`config.mk`:
```
export PLATFORM = sky130hd
export DESIGN_NAME = numeric_literal_type_classifier
export DESIGN_NICKNAME = d
export VERILOG_FILES = /design/src/nltc_pkg.sv /design/src/nltc_track.sv /design/src/nltc_decide.sv /design/src/numeric_literal_type_classifier.sv
export SDC_FILE = /design/constraint.sdc
export NUM_CORES = 1
export LEC_CHECK = 0
export BUFFER_PORTS_ARGS = -buffer_cell sky130_fd_sc_hd__clkbuf_2
export CORE_MARGIN = 4
export CORE_UTILIZATION = 50
export CTS_CLUSTER_DIAMETER = 60
export DETAILED_ROUTE_END_ITERATION = 6
export PLACE_DENSITY = 0.69
export SLEW_MARGIN = 30
export SYNTH_ARGS = -nofsm -noshare
export SYNTH_HDL_FRONTEND = slang
export SYNTH_HIERARCHICAL = 1
export SYNTH_SLANG_ARGS = --single-unit
```
`constraint.sdc`:
```
create_clock -name i_clk -period 3.4 [get_ports i_clk]
set_clock_uncertainty 0.15 [all_clocks]
set_input_delay 0.68 -clock i_clk [delete_from_list [all_inputs] [get_ports i_clk]]
set_output_delay 0.68 -clock i_clk [all_outputs]
set_load 0.05 [all_outputs]
```
`src/nltc_pkg.sv`:
```
// Shared types, constants and character-class functions for the literal classifier.
package nltc_pkg;

    localparam int unsigned PosW = 3;
    localparam int unsigned HexW = 33;
    localparam logic [PosW-1:0] PosMax = PosW'(6);
    localparam logic [HexW-1:0] HexSat = {HexW{1'b1}};
    localparam logic [HexW-1:0] HexLimit = HexW'(64'h8000_0000);

    typedef enum logic [3:0] {
        TC_BOOLEAN = 4'd0,
        TC_INT     = 4'd1,
        TC_BYTE    = 4'd2,
        TC_CHAR    = 4'd3,
        TC_SHORT   = 4'd4,
        TC_FLOAT   = 4'd5,
        TC_DOUBLE  = 4'd6,
        TC_LONG    = 4'd7,
        TC_QUAD    = 4'd8,
        TC_UNKNOWN = 4'd9
    } t_type_code;

    typedef struct packed {
        logic               only_sign_digit;
        logic               only_base_chars;
        logic [7:0]         foreign_letter;
        logic               foreign_seen;
        logic               foreign_multiple;
        logic [PosW-1:0]    position;
        logic [1:0]         word_match;
        logic               hex_chars_ok;
        logic               hex_prefix_ok;
        logic               hex_digits_running;
        logic [HexW-1:0]    hex_value;
    } t_track;

    localparam t_track TrackReset = '{
        only_sign_digit:    1'b1,
        only_base_chars:    1'b1,
        foreign_letter:     8'h00,
        foreign_seen:       1'b0,
        foreign_multiple:   1'b0,
        position:           '0,
        word_match:         2'b11,
        hex_chars_ok:       1'b1,
        hex_prefix_ok:      1'b1,
        hex_digits_running: 1'b1,
        hex_value:          '0
    };

    function automatic logic is_sign_digit(input logic [7:0] c);
        return (c >= "0" && c <= "9") || c == "+" || c == "-";
    endfunction

    function automatic logic is_base(input logic [7:0] c);
        return is_sign_digit(c) || c == "." || c == "e";
    endfunction

    function automatic logic is_hex_digit(input logic [7:0] c);
        return (c >= "0" && c <= "9") || (c >= "a" && c <= "f") || (c >= "A" && c <= "F");
    endfunction

    function automatic logic [3:0] hex_nibble(input logic [7:0] c);
        logic [7:0] v;
        if (c >= "0" && c <= "9") begin
            v = c - 8'h30;
        end else if (c >= "a" && c <= "f") begin
            v = c - 8'h57;
        end else begin
            v = c - 8'h37;
        end
        return v[3:0];
    endfunction

    function automatic logic [7:0] true_char(input logic [1:0] idx);
        logic [7:0] r;
        case (idx)
            2'd0: r = "t";
            2'd1: r = "r";
            2'd2: r = "u";
            default: r = "e";
        endcase
        return r;
    endfunction

    function automatic logic [7:0] false_char(input logic [PosW-1:0] idx);
        logic [7:0] r;
        case (idx)
            3'd0: r = "f";
            3'd1: r = "a";
            3'd2: r = "l";
            3'd3: r = "s";
            3'd4: r = "e";
            default: r = 8'h00;
        endcase
        return r;
    endfunction

endpackage

```
`src/nltc_track.sv`:
```
// Per-token running flags, word matcher, hex prefix check and saturating hex value.
module nltc_track (
    input  logic                 i_clk,
    input  logic                 i_rst_n,
    input  logic                 i_step,
    input  logic [7:0]           i_ch,
    input  logic                 i_last,
    output nltc_pkg::t_track     o_next,
    output logic [nltc_pkg::PosW-1:0] o_pos
);
    import nltc_pkg::*;

    t_track r_st;
    t_track n_st;
    logic   sd;
    logic   base;
    logic   hd_ok;
    logic   hexc;
    logic [PosW-1:0] p;

    assign p     = r_st.position;
    assign sd    = is_sign_digit(i_ch);
    assign base  = is_base(i_ch);
    assign hd_ok = is_hex_digit(i_ch);
    assign hexc  = sd || i_ch == "x" || hd_ok;

    always_comb begin
        n_st = r_st;
        if (!sd) n_st.only_sign_digit = 1'b0;
        if (!base) begin
            n_st.only_base_chars = 1'b0;
            if (!r_st.foreign_seen) begin
                n_st.foreign_seen   = 1'b1;
                n_st.foreign_letter = i_ch;
            end else if (r_st.foreign_letter != i_ch) begin
                n_st.foreign_multiple = 1'b1;
            end
        end
        if (!hexc) n_st.hex_chars_ok = 1'b0;

        if (p >= PosW'(4) || i_ch != true_char(p[1:0])) n_st.word_match[0] = 1'b0;
        if (p >= PosW'(5) || i_ch != false_char(p)) n_st.word_match[1] = 1'b0;

        if (p == PosW'(0) && i_ch != "0") n_st.hex_prefix_ok = 1'b0;
        if (p == PosW'(1) && i_ch != "x") n_st.hex_prefix_ok = 1'b0;

        if (p >= PosW'(2) && r_st.hex_digits_running) begin
            if (hd_ok) begin
                if (r_st.hex_value[HexW-1:HexW-4] != 4'd0) begin
                    n_st.hex_value = HexSat;
                end else begin
                    n_st.hex_value = {r_st.hex_value[HexW-5:0], hex_nibble(i_ch)};
                end
            end else begin
                n_st.hex_digits_running = 1'b0;
            end
        end

        if (p < PosMax) n_st.position = p + PosW'(1);
    end

    assign o_next = n_st;
    assign o_pos  = p;

    always_ff @(posedge i_clk) begin
        if (!i_rst_n) begin
            r_st <= TrackReset;
        end else if (i_step) begin
            r_st <= i_last ? TrackReset : n_st;
        end
    end

endmodule

```
`src/nltc_decide.sv`:
```
// Priority classification of a finished token from its updated flags.
module nltc_decide (
    input  logic [7:0]                 i_ch,
    input  nltc_pkg::t_track           i_st,
    input  logic [nltc_pkg::PosW-1:0]  i_pos,
    output nltc_pkg::t_type_code       o_code,
    output logic                       o_strip
);
    import nltc_pkg::*;

    logic       sc_ok;
    logic       sc_strip;
    t_type_code sc_code;

    always_comb begin
        sc_ok    = 1'b1;
        sc_strip = 1'b1;
        sc_code  = TC_UNKNOWN;
        case (i_ch)
            "b", "B": sc_code = TC_BYTE;
            "c", "C": sc_code = TC_CHAR;
            "i", "I": sc_code = TC_INT;
            "s", "S": sc_code = TC_SHORT;
            "f", "F": begin sc_code = TC_FLOAT; sc_strip = 1'b0; end
            "d", "D": sc_code = TC_DOUBLE;
            "l", "L": begin sc_code = TC_LONG; sc_strip = 1'b0; end
            default: begin sc_ok = 1'b0; sc_strip = 1'b0; end
        endcase
    end

    always_comb begin
        o_strip = 1'b0;
        if ((i_st.word_match[0] && i_pos == PosW'(3)) ||
            (i_st.word_match[1] && i_pos == PosW'(4))) begin
            o_code = TC_BOOLEAN;
        end else if (i_st.only_sign_digit) begin
            o_code = TC_INT;
        end else if (sc_ok && i_st.foreign_seen && !i_st.foreign_multiple &&
                     i_st.foreign_letter == i_ch) begin
            o_code  = sc_code;
            o_strip = sc_strip;
        end else if (i_st.only_base_chars) begin
            o_code = TC_QUAD;
        end else if (i_pos >= PosW'(2) && i_st.hex_prefix_ok && i_st.hex_chars_ok) begin
            o_code = (i_st.hex_value > HexLimit) ? TC_LONG : TC_INT;
        end else begin
            o_code = TC_UNKNOWN;
        end
    end

endmodule

```
`src/numeric_literal_type_classifier.sv`:
```
// Top level: input register, per-character tracker, classifier and result register.
// One character is accepted per cycle while nothing stalls; each character waits in
// the input register, where the tracker updates the token flags, and the final
// character's type code is then captured in the result register. Non-final characters
// give no result. The input register keeps taking characters while a result waits;
// only a final character stalls, when the result register is still full.
module numeric_literal_type_classifier (
    input  logic       i_clk,
    input  logic       i_rst_n,
    input  logic       i_valid,
    output logic       o_ready,
    input  logic [7:0] i_ch,
    input  logic       i_last,
    output logic       o_valid,
    input  logic       i_ready,
    output logic [3:0] o_type_code,
    output logic       o_suffix_stripped
);
    import nltc_pkg::*;

    logic            r_in_valid;
    logic [7:0]      r_ch;
    logic            r_last;
    logic            r_out_valid;
    logic [3:0]      r_code;
    logic            r_strip;
    logic            fire;
    t_track          st_next;
    logic [PosW-1:0] pos;
    t_type_code      code;
    logic            strip;

    assign fire    = r_in_valid && (!r_last || !r_out_valid || i_ready);
    assign o_ready = !r_in_valid || fire;

    nltc_track u_track (
        .i_clk   (i_clk),
        .i_rst_n (i_rst_n),
        .i_step  (fire),
        .i_ch    (r_ch),
        .i_last  (r_last),
        .o_next  (st_next),
        .o_pos   (pos)
    );

    nltc_decide u_decide (
        .i_ch    (r_ch),
        .i_st    (st_next),
        .i_pos   (pos),
        .o_code  (code),
        .o_strip (strip)
    );

    always_ff @(posedge i_clk) begin
        if (!i_rst_n) begin
            r_in_valid <= 1'b0;
        end else if (o_ready) begin
            r_in_valid <= i_valid;
        end
    end

    always_ff @(posedge i_clk) begin
        if (o_ready && i_valid) begin
            r_ch   <= i_ch;
            r_last <= i_last;
        end
    end

    always_ff @(posedge i_clk) begin
        if (!i_rst_n) begin
            r_out_valid <= 1'b0;
        end else if (fire && r_last) begin
            r_out_valid <= 1'b1;
        end else if (i_ready) begin
            r_out_valid <= 1'b0;
        end
    end

    always_ff @(posedge i_clk) begin
        if (fire && r_last) begin
            r_code  <= code;
            r_strip <= strip;
        end
    end

    assign o_valid           = r_out_valid;
    assign o_type_code       = r_code;
    assign o_suffix_stripped = r_strip;

endmodule

```
==> impl_metrics.tcl, run 1 <==
set metrics [dict create \
    required_ns 3.36 \
    setup_tns_ns 0 \
    p_total_mw 1.91 \
    met1_usage_pct 26.6 \
    grt_max_degree 41 \
    reg2reg_depth 13 \
    rsz0062_at_grt "true" \
    die_w_um 104 \
    layout-drive-gt1-share_pct 27.2 \
    status "complete, no violations" \
    min_period_ns 3.38 \
    fin_area_um2 5300 \
    clkLatencyLatePin_ns 0.36 \
    dr.first_iter.drc_count 306 \
    floorplan.core_area_um2 8890 \
    cts.sinks 69 \
    path_max_fanout 11 \
    grt_pass1_wl_um 18400 \
    start_util_pct 52.4 \
    dpl_cell_area_um2 4880 \
    grt_use_met2_pct 33.7 \
    peakVddDrop_mv 0.261 \
    r2r_start "r_ch[3]" \
    setup_viol 0 \
    grt_pass1_vias 3899 \
    htree_levels 3 \
    drt_first_pass_iters 5 \
    grt.total_usage_pct 20.5 \
    hp-start "u_track/r_st[52]" \
    hold_depth 2 \
    portBuffers 19 \
    hold_viol_final 0 \
    worstPathArrival_ns 3.34 \
    drtAntennaViolNets 0 \
    p_leak_nw 2.08 \
    antenna_cells 0 \
    final_util_pct 59.6 \
    clock_path_buffers 2 \
    die_y_um 104 \
    syn-instance-count 540 \
    die_area_um2 10900 \
    fmax_ghz 0.296 \
    root_buffer "clkbuf_8" \
    fin_crit_sh_pct 99.3 \
    antenna_found_initial 0 \
    routed_via_density 6.16 \
    syn_area_um2 4660 \
    io_pins 20 \
    relSlewSlack_pct 58.1 \
    syn_area_per_cell_um2 8.62 \
    crit_type "reg2reg" \
    grt.overflow.total 0 \
    worstHoldPathType "reg2reg" \
    dpl.hpwl_um 7540 \
    path_clk_slew_ns 0.08 \
    p_per_area_nw_per_um2 360 \
    top_usage_layer "met2" \
    rr_endpoint "o_type_code[0]" \
    cts_hold_buf 0 \
    worst_pin_slew_ns 0.613 \
    use_met3_pct 3.85 \
    cts_buffers 9 \
    post_drt_wl_per_cell_um 16.9 \
    gp_congestion 0.931 \
    fp-row-count 34 \
    vias 4221 \
    finalNetCount 596 \
    wl_um 11600 \
    startpoint_type "flip-flop" \
    syn2layout_area_growth_pct 13.9 \
    slew_violations 0 \
    synth_fp_nets 564 \
    whs_endpoint "u_track/r_st[52]" \
    drv_cap 0 \
    rrSetupSlack_ns 0.02 \
    cts_tree "done" \
    yosysWarnings 6 \
    n_fill_cell 775 \
    endpoint_kind "flip-flop" \
    drc 0 \
]
## worst max-delay path by stage
stage | start | end | slack, ns
floorplan | r_ch[0] | o_type_code[2] | 0.03
global placement | r_ch[3] | o_type_code[2] | -0.04
detailed placement | r_ch[0] | o_type_code[2] | -0.09
CTS | r_ch[1] | o_type_code[2] | 0.02
global route | r_ch[0] | o_type_code[0] | -0.09
finish | r_ch[3] | o_type_code[0] | 0.02
## report_power, final
part / switching, mW / internal (mW) / total, mW
clock network: 0.349 / 0.426 / 0.775
registers: 0.0191 / 0.853 / 0.872
logic: 0.143 / 0.119 / 0.262
## routing by layer
layer  part of all wire, %  up-vias  wire length (um)
met5                     0        -                 0
met4                   1.7        0               202
met3                   5.0       24               575
met2                    47      142              5410
met1                    46     2041              5370
li1                      -     2014                 -
## placed cells by master, fill, tap and decap left out, types with 5 or more instances in the layout
master,count
buf_4,45
clkbuf_8,11
o22ai_2,30
xor2_1,8
inv_1,11
o21a_1,10
a21oi_1,73
o22ai_1,12
clkbuf_2,19
nand2b_1,5
o21ai_0,8
nor4_1,8
nor2b_1,9
nor3_1,6
nand2_1,60
ha_1,8
nand4_1,6
nand3_1,7
edfxtp_1,14
dfxtp_1,55
nor2_1,45
and2_1,7
xnor2_1,8
## worst max-delay path: stages, from the launching register on
cell and delay [ns]:
edfxtp_1 0.44, buf_4 0.21, buf_4 0.19, nand2_1 0.10, o32ai_2 0.09, o21a_1 0.21
or2_4 0.30, mux2_4 0.32, xnor2_1 0.14, nand4_1 0.20, a2111oi_4 0.35, buf_4 0.19
mux2i_1 0.07, o21a_1 0.17
## metrics by stage
step,hold slack (ns),cells,setup WS [ns]
3_3_place_gp,0.295,658,-0.0390
6_report,0.312,685,0.0244
4_1_cts,0.316,674,0.0201
5_1_grt,0.328,685,-0.0882
3_5_place_dp,0.303,658,-0.0895
2_1_floorplan,0.285,540,0.0316
## registers in the layout, summed over array words and instances (netlist names)
signal / cells
r_ch: 8
u_track/r_st: 50
o_valid: 1
r_last: 1
o_suffix_stripped: 1
u_track/o_pos: 3
r_in_valid: 1
o_type_code: 4
## cell type report
class	instances	area (um2)	share of cell area [%]
Timing Repair Buffer	70	514	9.70
Tap cell	108	135	2.55
Inverter	13	48.8	0.920
Multi-Input combinational cell	409	2860	53.9
Sequential cell	69	1520	28.7
Clock inverter	4	50.0	0.944
Clock buffer	12	176	3.33
## timing repair
item,in CTS,in global routing
cloned,0,1
buffers inserted,0,10
pin swaps,0,8
endpoints found under the setup margin,3,4
gates resized for setup,4,25
(Power assumes the default switching activity.)
==> run 2: changes to the inputs <==
--- a/config.mk
+++ b/config.mk
@@ -6,6 +6,7 @@
 export NUM_CORES = 1
 export LEC_CHECK = 0
 export BUFFER_PORTS_ARGS = -buffer_cell sky130_fd_sc_hd__clkbuf_2
+export CORE_ASPECT_RATIO = 0.5
 export CORE_MARGIN = 4
 export CORE_UTILIZATION = 50
 export CTS_CLUSTER_DIAMETER = 60
==> run 2 against run 1 <==
Effect of this change:
- combinational power increased by 6%
- sequential cell count unchanged
- sequential power about the same
- global-route usage decreased by 0.14 points
- final cell count increased by 0.73%
- via count decreased by 2.1%
- largest cell class unchanged
==> impl_metrics.tcl, run 2 (synthesis results as in run 1) <==
set metrics [dict create \
    drv_cap 0 \
    fmax_ghz 0.299 \
    portBuffers 19 \
    pre_cts_slack_ns -0.0519 \
    dpl.hpwl_um 7150 \
    dr.first_iter.drc_count 354 \
    wl_um 11700 \
    rsz0062_at_grt "true" \
    floorplan.core_area_um2 8890 \
    clock_path_buffers 2 \
    setup_tns_ns 0 \
    htree_levels 3 \
    crit_path_start "r_ch[0]" \
    path_cells "buf_6, ha_4, nor2b_4, o32ai_4, o21a_1, or2_4, mux2_4, xnor2_2, nand3_2, a2111oi_4, mux2i_1, o21a_1" \
    drt_first_pass_iters 5 \
    hp-start "u_track/r_st[52]" \
    routed_via_density 5.99 \
    cts_hold_buf 0 \
    drc 0 \
    p_leak_nw 2.12 \
    mostFrequentLayoutCells "a21oi_1, nand2_1, dfxtp_1" \
    grt.total_usage_pct 20.3 \
    fin_crit_sh_pct 98.5 \
    cp.depth 12 \
    setup_viol 0 \
    slew_violations 0 \
    die_y_um 76.2 \
    p_per_area_nw_per_um2 399 \
    root_buffer "clkbuf_16" \
    reg2reg_depth 12 \
    path_max_fanout 8 \
    critical_path.slowest_cell "a2111oi_4" \
    cpMostUsedCell "o21a_1" \
    cp_top_family "compound AO/OA/AOI/OAI gates" \
    max_stage_delay_ns 0.47 \
    antenna_found_initial 0 \
    endpoint_kind "flip-flop" \
    min_period_ns 3.35 \
    r2r_start "r_ch[0]" \
    fp-row-count 24 \
    largest-register "u_track/r_st" \
    start_util_pct 52.4 \
    relSlewSlack_pct 56.9 \
    hold_viol_final 0 \
    post_drt_wl_per_cell_um 16.9 \
    holdWs_ns 0.311 \
    grt_max_degree 41 \
    worst-path-buf-inv 1 \
    cts_tree "done" \
    die_w_um 144 \
    finalNetCount 592 \
    status "complete, no violations" \
    crit_type "reg2reg" \
    syn2layout_area_growth_pct 17.8 \
    cts.sinks 69 \
    grt_pass1_wl_um 18200 \
    vias 4132 \
    gp_congestion 0.859 \
    grt_pass1_vias 3752 \
    worst_pin_slew_ns 0.644 \
    grt.overflow.total 0 \
    dpl_cell_area_um2 4850 \
    worstPathArrival_ns 3.29 \
    setup_slack_ns 0.0519 \
    path_clk_slew_ns 0.06 \
    io_pins 20 \
    final_common_cell "a21oi_1" \
    peakVddDrop_mv 0.274 \
    worstHoldPathType "reg2reg" \
    largest_reg_flops 50 \
    die_area_um2 11000 \
    startpoint_type "flip-flop" \
    antenna_cells 0 \
    hold_depth 2 \
    cts_buffers 9 \
    fin_area_um2 5490 \
    layout-drive-gt1-share_pct 28.8 \
    drtAntennaViolNets 0 \
    clkLatencyLatePin_ns 0.34 \
    required_ns 3.35 \
]
## run 2: worst min-delay path: cells and delay by family (launching register included)
kind             cells  cell delay, ns
AO/OA/AOI/OAI        1            0.06
flip-flops           1            0.30
AND/OR/NAND/NOR      1            0.05
## run 2: area by class of cell
cell class / instances / area (um2)
inverters: 13 / 48.8
fillers: 772 / 3400
clock buffers: 10 / 239
well taps: 117 / 146
flip-flops and latches: 69 / 1520
clock inverters: 6 / 85.1
repair buffers: 66 / 483
multi-input cells: 409 / 2960
## run 2: per-layer routing
metal	GRT usage, %	vias up	routed length, um
li1	-	2007	-
met1	27.1	2001	5530
met2	32.4	109	5460
met3	6.08	15	553
met4	4.66	0	146
met5	0	-	0
## run 2: path summary, 6_finish.rpt
path,endpoint,slack (ns)
setup / recovery,o_type_code[0],0.05
hold / removal,u_track/r_st[52],0.31
setup reg to reg,o_type_code[0],0.05
hold reg to reg,u_track/r_st[52],0.31
## run 2: repair_timing
item | 4_1_cts | 5_1_grt
pin swaps | 0 | 14
resized for setup | 3 | 45
buffers inserted | 0 | 11
setup endpoints to repair | 3 | 4
## run 2: where the power goes
| part | internal [mW] | total (mW) | leakage (nW) | switching (mW) |
|---|---|---|---|---|
| logic | 0.125 | 0.279 | 1.38 | 0.155 |
| clock network | 0.661 | 1.03 | 0.163 | 0.374 |
| registers | 0.854 | 0.873 | 0.583 | 0.0185 |
| total | 1.64 | 2.19 | 2.12 | 0.547 |
## run 2: metrics by stage
step	cells	util (%)	total power, mW
2_1_floorplan	540	-	1.06
3_3_place_gp	663	54.6	1.12
3_5_place_dp	663	54.6	1.12
4_1_cts	679	58.3	2.15
5_1_grt	690	61.7	2.26
6_report	690	61.7	2.19
